$ cat src/rtl/core/rgps_pkg.sv
// Ring glow pixel shader: shared types and fixed codes.
// No dependencies; imported by every rgps cell and by the top level.
package rgps_pkg;

  localparam logic REG_FRAME_WIDTH  = 1'b0;
  localparam logic REG_FRAME_HEIGHT = 1'b1;

  localparam logic [7:0] ALPHA_OPAQUE = 8'hFF;
  localparam logic [7:0] LEVEL_MAX    = 8'hFF;

  // per-cycle control handed to every cell of a chain
  typedef struct packed {
    logic en;
    logic vld;
  } rgps_step_t;

endpackage

$ cat src/rtl/core/rgps_div_cell.sv
// One restoring-division step: shifts a numerator bit into the remainder
// and a quotient bit into the word. Depends on rgps_pkg.
module rgps_div_cell #(
  parameter int NW = 29,
  parameter int DW = 12
) (
  input  logic                clk,
  input  rgps_pkg::rgps_step_t ctl,
  input  logic [DW-1:0]       rem_i,
  input  logic [NW-1:0]       nq_i,
  input  logic [DW-1:0]       den_i,
  output logic [DW-1:0]       rem_o,
  output logic [NW-1:0]       nq_o,
  output logic [DW-1:0]       den_o
);
  import rgps_pkg::*;

  logic [DW:0]   trial;
  logic [DW:0]   diff;
  logic          ge;
  logic [DW-1:0] rem_next;

  assign trial    = {rem_i, nq_i[NW-1]};
  assign diff     = trial - {1'b0, den_i};
  assign ge       = trial >= {1'b0, den_i};
  assign rem_next = ge ? diff[DW-1:0] : trial[DW-1:0];

  always_ff @(posedge clk) begin
    if (ctl.en && ctl.vld) begin
      rem_o <= rem_next;
      nq_o  <= {nq_i[NW-2:0], ge};
      den_o <= den_i;
    end
  end

endmodule

$ cat config.mk
export PLATFORM = sky130hd
export DESIGN_NAME = rgps_div_cell
export DESIGN_NICKNAME = d
export VERILOG_FILES = /design/src/rtl/core/rgps_pkg.sv /design/src/rtl/core/rgps_div_cell.sv
export SDC_FILE = /design/constraint.sdc
export NUM_CORES = 1
export LEC_CHECK = 0
export ABC_AREA = 1
export BUFFER_PORTS_ARGS = -buffer_cell sky130_fd_sc_hd__buf_2
export CORE_MARGIN = 3
export CORE_UTILIZATION = 43
export CTS_CLUSTER_DIAMETER = 40
export DETAILED_ROUTE_END_ITERATION = 8
export PLACE_DENSITY = 0.73
export SLEW_MARGIN = 20
export SYNTH_ARGS = -nofsm -noshare
export SYNTH_HDL_FRONTEND = slang
export SYNTH_SLANG_ARGS = --single-unit
$ cat constraint.sdc
create_clock -name clk -period 1.6 [get_ports clk]
set_input_delay 0.16 -clock clk [delete_from_list [all_inputs] [get_ports clk]]
set_output_delay 0.16 -clock clk [all_outputs]
set_load 0.02 [all_outputs]
# Word-level counts from Yosys, hierarchy flattened
# Index checks and enable logic that the tools add are counted.
[op_classes]
add_sub_neg = 1
n_mul = 0
n_div = 0
magnitude_cmp = 1
eq_ne = 0
shifts = 0
n_mux = 1
n_bitwise = 0
n_reduce_logical = 1
[ops]
columns = ["op", "n"]
rows = [
  [">= comparator 13 x 12 -> 1 bit", 1],
  ["2-to-1 mux 12 bit", 1],
  ["subtractor 12 bit", 1],
  ["logical AND 1 bit", 1],
]
[word_totals]
regBits = 53
latch_bits = 0
ram_bits = 0
mem_bits_ro = 0
input_bits = 56
n_memories = 0

# Depth between registers and ports, before layout
[depth]
depth_word = 2
ltp_mapped = 11
depth_no_buf = 11

# Least setup slack after synthesis
# No wires, ideal clock.
[synth_path]
kind = "input to register"
start = "input port ctl[1] (netlist bit)"
end = "register den_o[0], enable pin"
setup_time_ns = 0.407
t_arrival_ns = 1.232
required_ns = 1.193
slack_ns = -0.039
cell_stages = 2
n_path_buf = 0
cell_sequence = "nand2_1 > inv_1"
[synth_via]
elab_chain_len = 1
[synth_rtl]
columns = ["element", "line_no", "text"]
rows = [
  ["start: declaration", "rgps_div_cell.sv:8", "input rgps_pkg::rgps_step_t ctl,"],
  ["logical AND 1 bit", "rgps_div_cell.sv:29", "if (ctl.en && ctl.vld) begin"],
  ["end signal: assignment", "rgps_div_cell.sv:32", "den_o <= den_i;"],
  ["end: declaration", "rgps_div_cell.sv:14", "output logic [DW-1:0] den_o"],
]
# Every way passes these cells.
# A chain may end at the register's enable or synchronous reset.

# Final worst setup path
[layout_path]
start = "input port nq_i[28]"
end = "register rem_o[8], data pin"
[layout_via]
elab_chain_len = 2
[layout_rtl]
columns = ["element", "line_no", "text"]
rows = [
  ["start: declaration", "rgps_div_cell.sv:10", "input logic [NW-1:0] nq_i,"],
  ["subtractor 12 bit / >= comparator 13 x 12 -> 1 bit (equally long branches)", "rgps_div_cell.sv:24, rgps_div_cell.sv:25", ""],
  ["2-to-1 mux 12 bit *", "rgps_div_cell.sv:26", "assign rem_next = ge ? diff[DW-1:0] : trial[DW-1:0];"],
  ["net rem_next[8]", "rgps_div_cell.sv:21", "logic [DW-1:0] rem_next;"],
  ["end signal: assignment", "rgps_div_cell.sv:30", "rem_o <= rem_next;"],
  ["end: declaration", "rgps_div_cell.sv:12", "output logic [DW-1:0] rem_o,"],
]
# Mark *: on every way through the listed nets, which the timed path passes. The rest lies on a longest branch.

==> summary.txt <==
Critical path
  • CP Max Fanout: 3
  • Startpoint Class: input pin
  • CP arrival: 1.55 ns
  • Worst Path Required: 1.67 ns
  • WS Path Type: in2reg
  • CP Capture Type: flop

Pwr
  • Clk pwr share: 26.3%
  • P_int: 2.47 mW
  • Switching power share of the total: 27.2%
  • Leak: 1.80 nW
  • Combinational Power Share: 24.2%
  • Reg power frac: 49.4%
  • Peak VDD IR: 0.458 mV
  • Psw: 920 uW
  • PwrDens: 925 nW/um^2

Final layout
  • Nets: 455
  • Multi-input gate area: 875 sq um
  • Most frequent cells in the layout: 108 x buf_2, 62 x nand2_1, 53 x edfxtp_1, 43 x inv_1, 32 x buf_4
  • Most common cell after layout, fill and taps aside: buf_2
  • Post-Layout Cell Count: 459
  • Share of layout cells above drive strength 1: 45.5%
  • Storage element area: 1590 sq um
  • Fin util: 64.2%
  • Antenna fix cells: 0
  • Layout area overhead: 39.8%
  • Fill count: 443

Floorplan
  • Core area: 5710 sq um
  • Die width: 84.1 um
  • I/O pins: 109
  • Initial Util: 45.9%
  • Die height: 84.1 um
  • Die Area: 7070 sq um
  • Std cell rows: 27

Yosys
  • Synth unique cells: 25
  • Post-Syn Nets: 307
  • Sequential area share after synthesis: 60.7%
  • Seq cells post-synth: 53
  • Yosys warns: 0
  • Average size of a mapped cell: 11.0 sq um
  • Post-synthesis cell count: 238
  • Cell area after synthesis: 2620 sq um

Status
  • Status: finished clean

Timing
  • Final slew viol count: 0
  • # setup viols final: 0
  • Slew of the pin with the lowest slew margin: 0.338 ns
  • Final Critical Period: 1.49 ns
  • Period utilization: 93.0%
  • Post-route setup slack: 0.113 ns
  • Highest clock rate: 672 MHz
  • RSZ-0062 raised after global routing: no
  • Hold Vio Cnt, Final: 0
  • Rel. slew slack: 77.3%

Routing
  • ANT nets after route: 0
  • DR iter-0 viols: 114
  • Routed WL: 5880 um
  • DR DRC count: 0
  • Routed WL per cell: 12.8 um
  • Routed vias: 2111
  • Pre-antenna DRT Iters: 4
  • Vias/cell: 4.60

Clocking
  • Postcts setup bufs: 0
  • Root Driver: clkbuf_8
  • CTS resizes: 0
  • Clock Path Buffers: 2
  • Num CTS Buffers: 5
  • Clock tree sinks: 53
  • CTS tree: built
  • CTS H-tree lvls: 2
  • # hold bufs at CTS: 0
  • Worst-path clk slew: 0.09 ns

Place
  • DPL Wire Length: 4650 um
  • Port bufs: 108
  • Dpl cells: 449
  • Final Wtd Congestion: 0.850
  • Pre-CTS setup slack: -0.221 ns

GRT
  • Total track usage: 16.8%
  • First-pass GRT wire length: 9550 um
  • Largest net degree at the start of global routing: 54
  • Vias in the first global route: 2094
  • Antenna violations before repair: 0
  • GRT Residual Overflow: 0

Job
  • Max Cap Viol: 0

Worst hold path
  • Hold crit path type: in2reg
-- worst max-delay path, stage by stage --
cell	delay [ns]
buf_2	0.07
inv_1	0.04
ha_1	0.22
fa_1	0.42
inv_1	0.10
nand3_1	0.07
nand3_1	0.15
nand2_1	0.10
nand2_1	0.07
nand2_1	0.05
nand3_2	0.06
nand2_1	0.04
-- cell type report --
type / instances / share of cell area (%)
timing repair buffer: 142 / 22.4
tap: 72 / 2.46
multi-input combinational: 138 / 23.9
clock buffer: 6 / 1.98
inverter: 46 / 4.81
sequential: 53 / 43.4
clock inverter: 2 / 1.06
-- worst paths after layout --
| path | from | endpoint | cells after the start |
|---|---|---|---|
| worst max-delay path | nq_i[28] | rem_o[8] | 12 |
| worst min-delay path | nq_i[7] | nq_o[8] | 1 |
-- per-stage QoR --
stage | hold slack [ns] | power [mW] | cell area [sq um] | TNS [ns]
finish | 0.0271 | 3.39 | 3660 | 0
global route | 0.00869 | 3.57 | 3660 | 0
CTS | 0.0184 | 3.40 | 3640 | 0
detailed placement | 0.338 | 2.52 | 3530 | -2.47
global placement | 0.337 | 2.49 | 3530 | -2.22
floorplan | 0.259 | 2.20 | 2660 | 0
-- metal layers --
metal | wire length, um | share of wire [%] | global-route usage (%) | up-vias
li1 | - | - | - | 1082
met1 | 2420 | 41 | 19.7 | 947
met2 | 2900 | 49 | 29.7 | 76
met3 | 487 | 8.3 | 4.54 | 6
met4 | 68 | 1.2 | 4.97 | 0
met5 | 0 | 0 | 0 | -
-- synthesized netlist by cell type, drive strengths merged --
| cell | number | area (sq um) |
|---|---|---|
| edfxtp | 53 | 1590 |
| nand2 | 68 | 275 |
| nor3 | 2 | 15.0 |
| buf | 1 | 20.0 |
| xnor2 | 1 | 8.76 |
| a21oi | 4 | 31.3 |
| nor2 | 12 | 57.6 |
| o21ai | 6 | 41.3 |
| inv | 46 | 173 |
| fa | 1 | 20.0 |
| nand4 | 9 | 56.3 |
| xor2 | 5 | 43.8 |
| ha | 12 | 150 |
| nand3b | 2 | 15.0 |
| nand3 | 16 | 123 |
-- state kept, by name, summed over array words and instances (netlist names) --
register  cells
nq_o         29
rem_o        12
den_o        12
-- power by group through the flow --
stage	clock network [mW]	registers, mW	logic (mW)
detailed placement	0	1.71	0.808
floorplan	0	1.85	0.346
global placement	0	1.70	0.790
global route	0.988	1.68	0.900
finish	0.892	1.68	0.821
CTS	0.912	1.68	0.812
-- kinds of logic after synthesis --
logic type      count (synthesis)  share of synthesized area [%]
flops                          53                           60.7
fa+ha+maj                      13                           6.49
buf+inv                        47                           7.35
xor+xnor                        6                           2.00
simple gates                  109                           20.7
compound gates                 10                           2.77
No activity file was read; power rests on OpenSTA's default activity.
