===== config.mk =====
export PLATFORM = sky130hd
export DESIGN_NAME = rgps_sqrt_cell
export DESIGN_NICKNAME = d
export VERILOG_FILES = /design/src/rtl/core/rgps_pkg.sv /design/src/rtl/core/rgps_sqrt_cell.sv
export SDC_FILE = /design/constraint.sdc
export NUM_CORES = 1
export LEC_CHECK = 0
export BUFFER_PORTS_ARGS = -buffer_cell sky130_fd_sc_hd__buf_2
export CAP_MARGIN = 20
export CORE_MARGIN = 5
export CORE_UTILIZATION = 25
export CTS_CLUSTER_SIZE = 40
export DETAILED_ROUTE_END_ITERATION = 16
export GPL_TIMING_DRIVEN = 0
export HOLD_SLACK_MARGIN = 0.08
export PLACE_DENSITY_LB_ADDON = 0.08
export SKIP_CTS_REPAIR_TIMING = 1
export SYNTH_ARGS = -nofsm -noshare
export SYNTH_HDL_FRONTEND = slang
export SYNTH_SLANG_ARGS = --single-unit

===== constraint.sdc =====
create_clock -name clk -period 9.45 [get_ports clk]
set_clock_uncertainty 0.1 [all_clocks]
set_input_delay 1.89 -clock clk [delete_from_list [all_inputs] [get_ports clk]]
set_output_delay 1.89 -clock clk [all_outputs]
set_load 0.02 [all_outputs]

===== src/rtl/core/rgps_pkg.sv =====
// Ring glow pixel shader: shared types and fixed codes.
// No dependencies; imported by every rgps cell and by the top level.
package rgps_pkg;

  localparam logic REG_FRAME_WIDTH  = 1'b0;
  localparam logic REG_FRAME_HEIGHT = 1'b1;

  localparam logic [7:0] ALPHA_OPAQUE = 8'hFF;
  localparam logic [7:0] LEVEL_MAX    = 8'hFF;

  // per-cycle control handed to every cell of a chain
  typedef struct packed {
    logic en;
    logic vld;
  } rgps_step_t;

endpackage


===== src/rtl/core/rgps_sqrt_cell.sv =====
// One digit step of the integer square root: takes two radicand bits,
// yields one root bit. Depends on rgps_pkg.
module rgps_sqrt_cell #(
  parameter int RW = 30
) (
  input  logic                 clk,
  input  rgps_pkg::rgps_step_t ctl,
  input  logic [RW+1:0]        rem_i,
  input  logic [RW-1:0]        root_i,
  input  logic [2*RW-1:0]      n_i,
  output logic [RW+1:0]        rem_o,
  output logic [RW-1:0]        root_o,
  output logic [2*RW-1:0]      n_o
);
  import rgps_pkg::*;

  logic [RW+3:0] acc;
  logic [RW+3:0] test;
  logic [RW+3:0] diff;
  logic          ge;

  assign acc  = {rem_i, n_i[2*RW-1 -: 2]};
  assign test = (RW+4)'({root_i, 2'b01});
  assign diff = acc - test;
  assign ge   = acc >= test;

  always_ff @(posedge clk) begin
    if (ctl.en && ctl.vld) begin
      rem_o  <= ge ? diff[RW+1:0] : acc[RW+1:0];
      root_o <= {root_i[RW-2:0], ge};
      n_o    <= {n_i[2*RW-3:0], 2'b00};
    end
  end

endmodule


; After elaboration in Yosys (flattened, before gate mapping)
; Cells that the tools add are included.
[classes]
add_sub_neg = 1
multipliers = 0
div_mod_pow = 0
magnitude_cmp = 1
eq_ne = 0
n_shift = 0
n_mux = 1
bitwise = 0
reduce_logical = 1
[ops]
columns = cell, count
row1 = $ge 34x32->1, 1
row2 = $mux 32, 1
row3 = $sub 32x32->32, 1
row4 = $logic_and 1x1->1, 1
[word_totals]
regBits = 120
latchBits = 0
mem_bits_rw = 0
mem_bits_ro = 0
input_bits = 125
out_inout_bits = 122
elab_cells = 7
memories = 0

; Depth between registers and ports, before layout
; Gate-level depths: netlist (run 1).
[logic_depth]
word_depth = 2
ltp_mapped = 12
depth_no_buf = 10

; Least setup slack after synthesis (run 1)
; OpenSTA, ideal clock, no wires.
[synth_path]
kind = input to register
from = input port ctl[0] in the netlist's numbering
to = register n_o[10] (enable)
setup_time_ps = 493
t_arrival_ps = 4645
t_required_ps = 8857
setup_slack_ps = 4213
stages = 1
path_buffers = 0
cell_sequence = and2_1
[synth_between]
elab_chain_len = 1
[synth_lines]
columns = element, line
row1 = start: declaration, rgps_sqrt_cell.sv:7  ; input rgps_pkg::rgps_step_t ctl,
row2 = $logic_and 1x1->1, rgps_sqrt_cell.sv:28  ; if (ctl.en && ctl.vld) begin
row3 = end signal: assignment, rgps_sqrt_cell.sv:31  ; n_o <= {n_i[2*RW-3:0], 2'b00};
row4 = end: declaration, rgps_sqrt_cell.sv:13  ; output logic [2*RW-1:0] n_o
; Every way passes these cells.
; A chain may end at the register's enable or synchronous reset.

; Worst setup path in the final report (run 1)
[layout_path]
from = input port root_i[20]
to = register rem_o[14], data pin
[layout_between]
elab_chain_len = 2
[layout_lines]
columns = element, line
row1 = start: declaration, rgps_sqrt_cell.sv:9  ; input logic [RW-1:0] root_i,
row2 = $ge 34x32->1, rgps_sqrt_cell.sv:25  ; assign ge = acc >= test;
row3 = net ge, rgps_sqrt_cell.sv:20  ; logic ge;
row4 = $mux 32, rgps_sqrt_cell.sv:29  ; rem_o <= ge ? diff[RW+1:0] : acc[RW+1:0];
row5 = end signal: assignment, rgps_sqrt_cell.sv:29
row6 = end: declaration, rgps_sqrt_cell.sv:11  ; output logic [RW+1:0] rem_o,
; The timed path passes the listed nets, and every way through them passes these cells.

==> results of run 1 <==
==> stage by stage <==
stage | util [%] | hold WS (ns) | std cells | area, µm²
after global routing | 35.2 | 1.52 | 1050 | 8020
after floorplan | - | 1.89 | 459 | 5820
final | 35.2 | 1.55 | 1050 | 8020
after global placement | 32.6 | 1.97 | 1016 | 7430
after CTS | 35.2 | 1.53 | 1050 | 8020
after detailed placement | 32.8 | 1.97 | 1018 | 7480
==> how the worst min path moves through the flow <==
| stage | start | end | depth (start not counted) |
|---|---|---|---|
| 2_1_floorplan | n_i[8] | n_o[10] | 0 |
| 3_3_place_gp | n_i[55] | n_o[57] | 1 |
| 3_5_place_dp | n_i[55] | n_o[57] | 1 |
| 4_1_cts | n_i[55] | n_o[57] | 1 |
| 5_1_grt | n_i[36] | n_o[38] | 1 |
| 6_report | n_i[36] | n_o[38] | 1 |
==> worst max-delay path, delay by kind of cell <==
kind / cells / cell delay, ns
buf+inv: 5 / 1.12
simple gates: 4 / 0.71
compound gates: 3 / 0.54
fa+ha+maj: 1 / 0.26
==> layer usage <==
metal / up-vias / routed length (µm) / share of wire, %
met5: - / 0 / 0
met4: 0 / 106 / 0.60
met3: 9 / 1620 / 9.1
met2: 187 / 8130 / 46
met1: 2146 / 7850 / 44
li1: 2255 / - / -
==> registers in the layout, indices dropped and copies added (netlist names) <==
name    flops
n_o        58
rem_o      32
root_o     30
==> cell families (layout without fill, tap and decap cells) <==
| family | after synthesis | count (layout) | share of synthesized area (%) |
|---|---|---|---|
| multiplexers | 13 | 13 | 2.52 |
| AND/OR/NAND/NOR | 102 | 102 | 8.50 |
| adder cells (fa/ha/maj) | 32 | 32 | 6.89 |
| other | 1 | 2 | 0.0645 |
| XOR/XNOR | 30 | 30 | 4.52 |
| buffers and inverters | 50 | 328 | 3.44 |
| flip-flops | 120 | 120 | 62.0 |
| AO/OA/AOI/OAI | 110 | 110 | 12.1 |
==> where the power goes <==
part	switching [mW]	leakage, nW	internal, mW	total (mW)
clock network	0.263	0.255	0.341	0.604
registers	0.00910	1.13	0.640	0.649
logic	0.184	2.07	0.115	0.299
total	0.456	3.46	1.10	1.55
==> cells in the mapped netlist (all sizes together), types with 10 or more instances <==
cell    number  share of area [%]
ha          32                6.9
o21ai       19                1.6
edfxtp     120                 62
xor2        13                2.0
nor2        30                1.9
xnor2       17                2.6
mux2        13                2.5
inv         37                2.4
a21oi       46                4.0
nand2       30                1.9
a21o        10                1.3
==> cell type report <==
type,count,share of cell area (%)
sequential,120,44.9
multi-input combinational,289,25.1
timing repair buffer,246,15.8
clock buffer,18,5.35
tap,313,4.88
inverter,37,1.73
clock inverter,14,1.42
buffer,13,0.764
==> run metrics, run 1 <==
most instantiated flip-flop cell in the synthesis netlist=edfxtp_1; number of slew-limit violations in the final report=0; RSZ-0062 raised after global routing=false; end point of the critical path=rem_o[14]; final-report hold violation count=0; TritonRoute pass-1 iters=5; starting density of the core=25.5%; number of max-capacitance violations reported=0; Post-Route WL=17,700 µm; clock tree from TritonCTS=built; worst relative slew slack=54.2%; Clock Root Buffer=clkbuf_16; gate count after technology mapping=458; die width=~160 µm; number of storage elements in the synthesis netlist=120; final setup slack of the worst path=4.96 ns; run status=finished clean; Setup crit end kind=register; most used cells in the layout excluding fill and tap cells=248 x buf_2, 120 x edfxtp_1, 45 x a21oi_1; fill cell instance count of the final layout=around 2,300; type of element launching the critical path=primary input; Post-layout nets=881; initial antenna violation count=0; number of failing setup endpoints in the final timing report=0; clock input transition at the sequential cells of the worst setup and hold paths=0.06 ns; via count of the first global-routing pass=4,689; Period minus WS final=around 4.5 ns; FP Rows=55; Syn Area/Cell=12.7 µm²; antenna viol nets, final=0; average detailed-routed wire length per instance=roughly 17 µm; Syn. warnings=0; slowest stage delay, CP=~0.34 ns; worst path required time=between 9 and 10 ns; transition time at the pin with the least slew margin=0.687 ns; Core Region=22,800 µm²; met2 demand-to-capacity share in global routing=slightly above 20%; area used by multi-input combinational logic=2010 µm²; post-synthesis cell type count=between 50 and 60; die height=162 µm; RD Place Congestion=0.808; TritonCTS buffer count=17; met1 layer usage reported by global route=16.4%; Crit Path Max Fanout=10; PortBufs=244; Critical Path AT=4.53 ns; Die Area=26,400 µm²; total number of vias=roughly 4,600; Area Growth Syn to Fin=38.0%; crit path cell chain=buf_2 > inv_1 > ha_1 > clkbuf_1 > and3_1 > and3_1 > nand4_1 > a21oi_1 > nor3_1 > o21ai_1 > buf_2 > buf_2 > a21oi_1; count of flip-flops with a built-in enable after synthesis=120; estimated wirelength of the detail-placed design=13,800 µm; layout cell share with drive strength beyond 1=40.2%; crit share post-route=47.5%; ys async rst share=0%; leading cell type in the layout, fill and taps excluded=buf_2; critical path start-end classification=in -> reg; maximum clock path buffer count=2; standby leakage power=3.46 nW; Starting DRT DRC Count=between 200 and 250; start point of the critical path=root_i[20]; PnR Total Power=1.55 mW; IR drop worst, VDD=0.0000931 V; cell type of the slowest stage on the worst timing path=buf_2; most used routing layer in global routing=met2; antenna cell count=0; Total Neg Setup Slack=0 ns; total routing usage reported by global routing=12.8%; total global routing overflow=0; power per cell area=193 nW/µm²; largest net degree at the start of global routing=47; highest attainable clock frequency=between 0.2 and 0.25 GHz; Boundary Pins=between 200 and 250; placement-stage worst setup slack=between 4 and 5 ns; drt drc=0; portion of the post-synthesis area used by sequential elements=62.0%; depth of the CTS H-tree=4; number of sinks handled by clock tree synthesis=120; Hold Path Class=in -> reg; Critical Path Most Common Cell=buf_2; global-route wire length before repair=26,200 µm; Register Area=approximately 3600 µm²; Netlist Area Pre-Place=5810 µm²; fraction of met3 tracks used by global routing=~4.8%; average vias per placed instance=4.38
Power figures use the tool's default switching activity.
==> run 2: changes to the inputs <==
==> constraint.sdc (replaced) <==
create_clock -name clk -period 4.1 [get_ports clk]
set_clock_uncertainty 0.1 [all_clocks]
set_input_delay 0.82 -clock clk [delete_from_list [all_inputs] [get_ports clk]]
set_output_delay 0.82 -clock clk [all_outputs]
set_load 0.02 [all_outputs]
==> run metrics, run 2 (synthesis results as in run 1) <==
maximum clock path buffer count=2 (unchanged); RSZ-0062 raised after global routing=false (unchanged); initial antenna violation count=1 (was 0); Hold Path Class=in -> reg (unchanged); leading cell type in the layout, fill and taps excluded=buf_2 (unchanged); antenna cell count=0 (unchanged); die width=162 µm (unchanged); Starting DRT DRC Count=250 (was 236); clock tree from TritonCTS=built (unchanged); final-report hold violation count=0 (unchanged); transition time at the pin with the least slew margin=0.883 ns (was 0.687 ns); crit share post-route=84.3%; total routing usage reported by global routing=13.1% (was 12.8%); power per cell area=458 nW/µm² (was 193 nW/µm²); clock input transition at the sequential cells of the worst setup and hold paths=0.06 ns (about the same); flip-flop count of the largest register after layout=58 (unchanged); worst relative slew slack=41.1% (was 54.2%); total global routing overflow=0 (unchanged); FP Rows=55 (unchanged); Clock Root Buffer=clkbuf_16 (unchanged); Post-layout nets=880 (was 881); Util after Layout=35.3% (was 35.2%); Critical Path AT=3.52 ns (was 4.53 ns); total number of vias=4,597 (unchanged); starting density of the core=25.5% (unchanged); largest net degree at the start of global routing=67 (was 47); number of slew-limit violations in the final report=0 (unchanged); Die Area=26,400 µm² (unchanged); Area Growth Syn to Fin=38.2% (was 38.0%); Total Neg Setup Slack=0 ns (unchanged); number of failing setup endpoints in the final timing report=0 (unchanged); Period minus WS final=3.46 ns; global-route wire length before repair=26,900 µm (was 26,200 µm); average vias per placed instance=4.39 (was 4.38); layout cell share with drive strength beyond 1=40.1% (was 40.2%); Hold WS=0.480 ns (was 1.55 ns); depth of the CTS H-tree=4 (unchanged); number of max-capacitance violations reported=0 (unchanged); Setup crit end kind=register (unchanged); die height=162 µm (unchanged); type of element launching the critical path=primary input (unchanged); average detailed-routed wire length per instance=17.1 µm (was 16.9 µm); critical path start-end classification=in -> reg (unchanged); TritonRoute pass-1 iters=4 (was 5); antenna viol nets, final=0 (unchanged); drt drc=0 (unchanged); number of sinks handled by clock tree synthesis=120 (unchanged); via count of the first global-routing pass=4,792 (was 4,689); PortBufs=244 (unchanged); RD Place Congestion=0.768 (was 0.808); run status=finished clean (unchanged); Core Region=22,800 µm² (unchanged); Post-Layout Inst Area=8030 µm² (was 8020 µm²); estimated wirelength of the detail-placed design=13,700 µm (was 13,800 µm); largest registers=n_o x58, rem_o x32, root_o x30 (unchanged); Boundary Pins=247 (unchanged); register name with the most flops=n_o (unchanged); Crit Path Max Fanout=10 (unchanged); standby leakage power=3.48 nW (was 3.46 nW); Post-Route WL=17,900 µm (was 17,700 µm); Cell Area, Placed=7460 µm² (was 7480 µm²); highest attainable clock frequency=0.289 GHz; IR drop worst, VDD=0.000216 V (was 0.0000931 V); worst path required time=4.16 ns (was 9.49 ns); TritonCTS buffer count=17 (unchanged); most used cells in the layout excluding fill and tap cells=248 x buf_2, 120 x edfxtp_1, 45 x a21oi_1 (unchanged)
run 2: path summary, 6_finish.rpt:
check	from	end	slack, ns	cells after the start
setup / recovery	root_i[21]	rem_o[31]	0.64	12
hold / removal	n_i[31]	n_o[33]	0.48	1
run 2: area by class of cell:
cell class	instances	area (µm²)
buffer	13	61.3
multi-input combinational	289	2010
tap	313	392
inverter	37	139
timing repair buffer	245	1250
clock buffer	17	425
clock inverter	14	150
fill	2316	14700
sequential	120	3600
run 2: layer usage:
layer  up-vias  share of wire (%)  global-route usage [%]
met5         -              0.072                       0
met4         2               0.82                    2.88
met3        13                9.4                    4.91
met2       191                 44                    20.3
met1      2151                 46                    17.5
li1       2240                  -                       -
run 2: worst max-delay path: stages:
cell      delay [ns]
buf_2           0.09
inv_1           0.04
ha_1            0.26
clkbuf_1        0.34
and3_1          0.29
and3_1          0.25
nand4_1         0.11
a21oi_1         0.23
nor3_1          0.08
o21ai_1         0.21
buf_2           0.41
mux2_2          0.38
run 2: power by group:
group	internal (mW)	total [mW]	switching [mW]
Combinational	0.264	0.690	0.425
Sequential	1.47	1.49	0.0202
Clock	0.896	1.50	0.600
Total	2.63	3.68	1.05
run 2: metrics by stage:
step	setup slack, ns	std cells	total power [mW]
after floorplan	0.917	459	1.96
after global routing	0.362	1048	3.86
after CTS	0.605	1048	3.75
after global placement	0.210	1016	2.22
final	0.643	1048	3.68
after detailed placement	0.164	1017	2.22
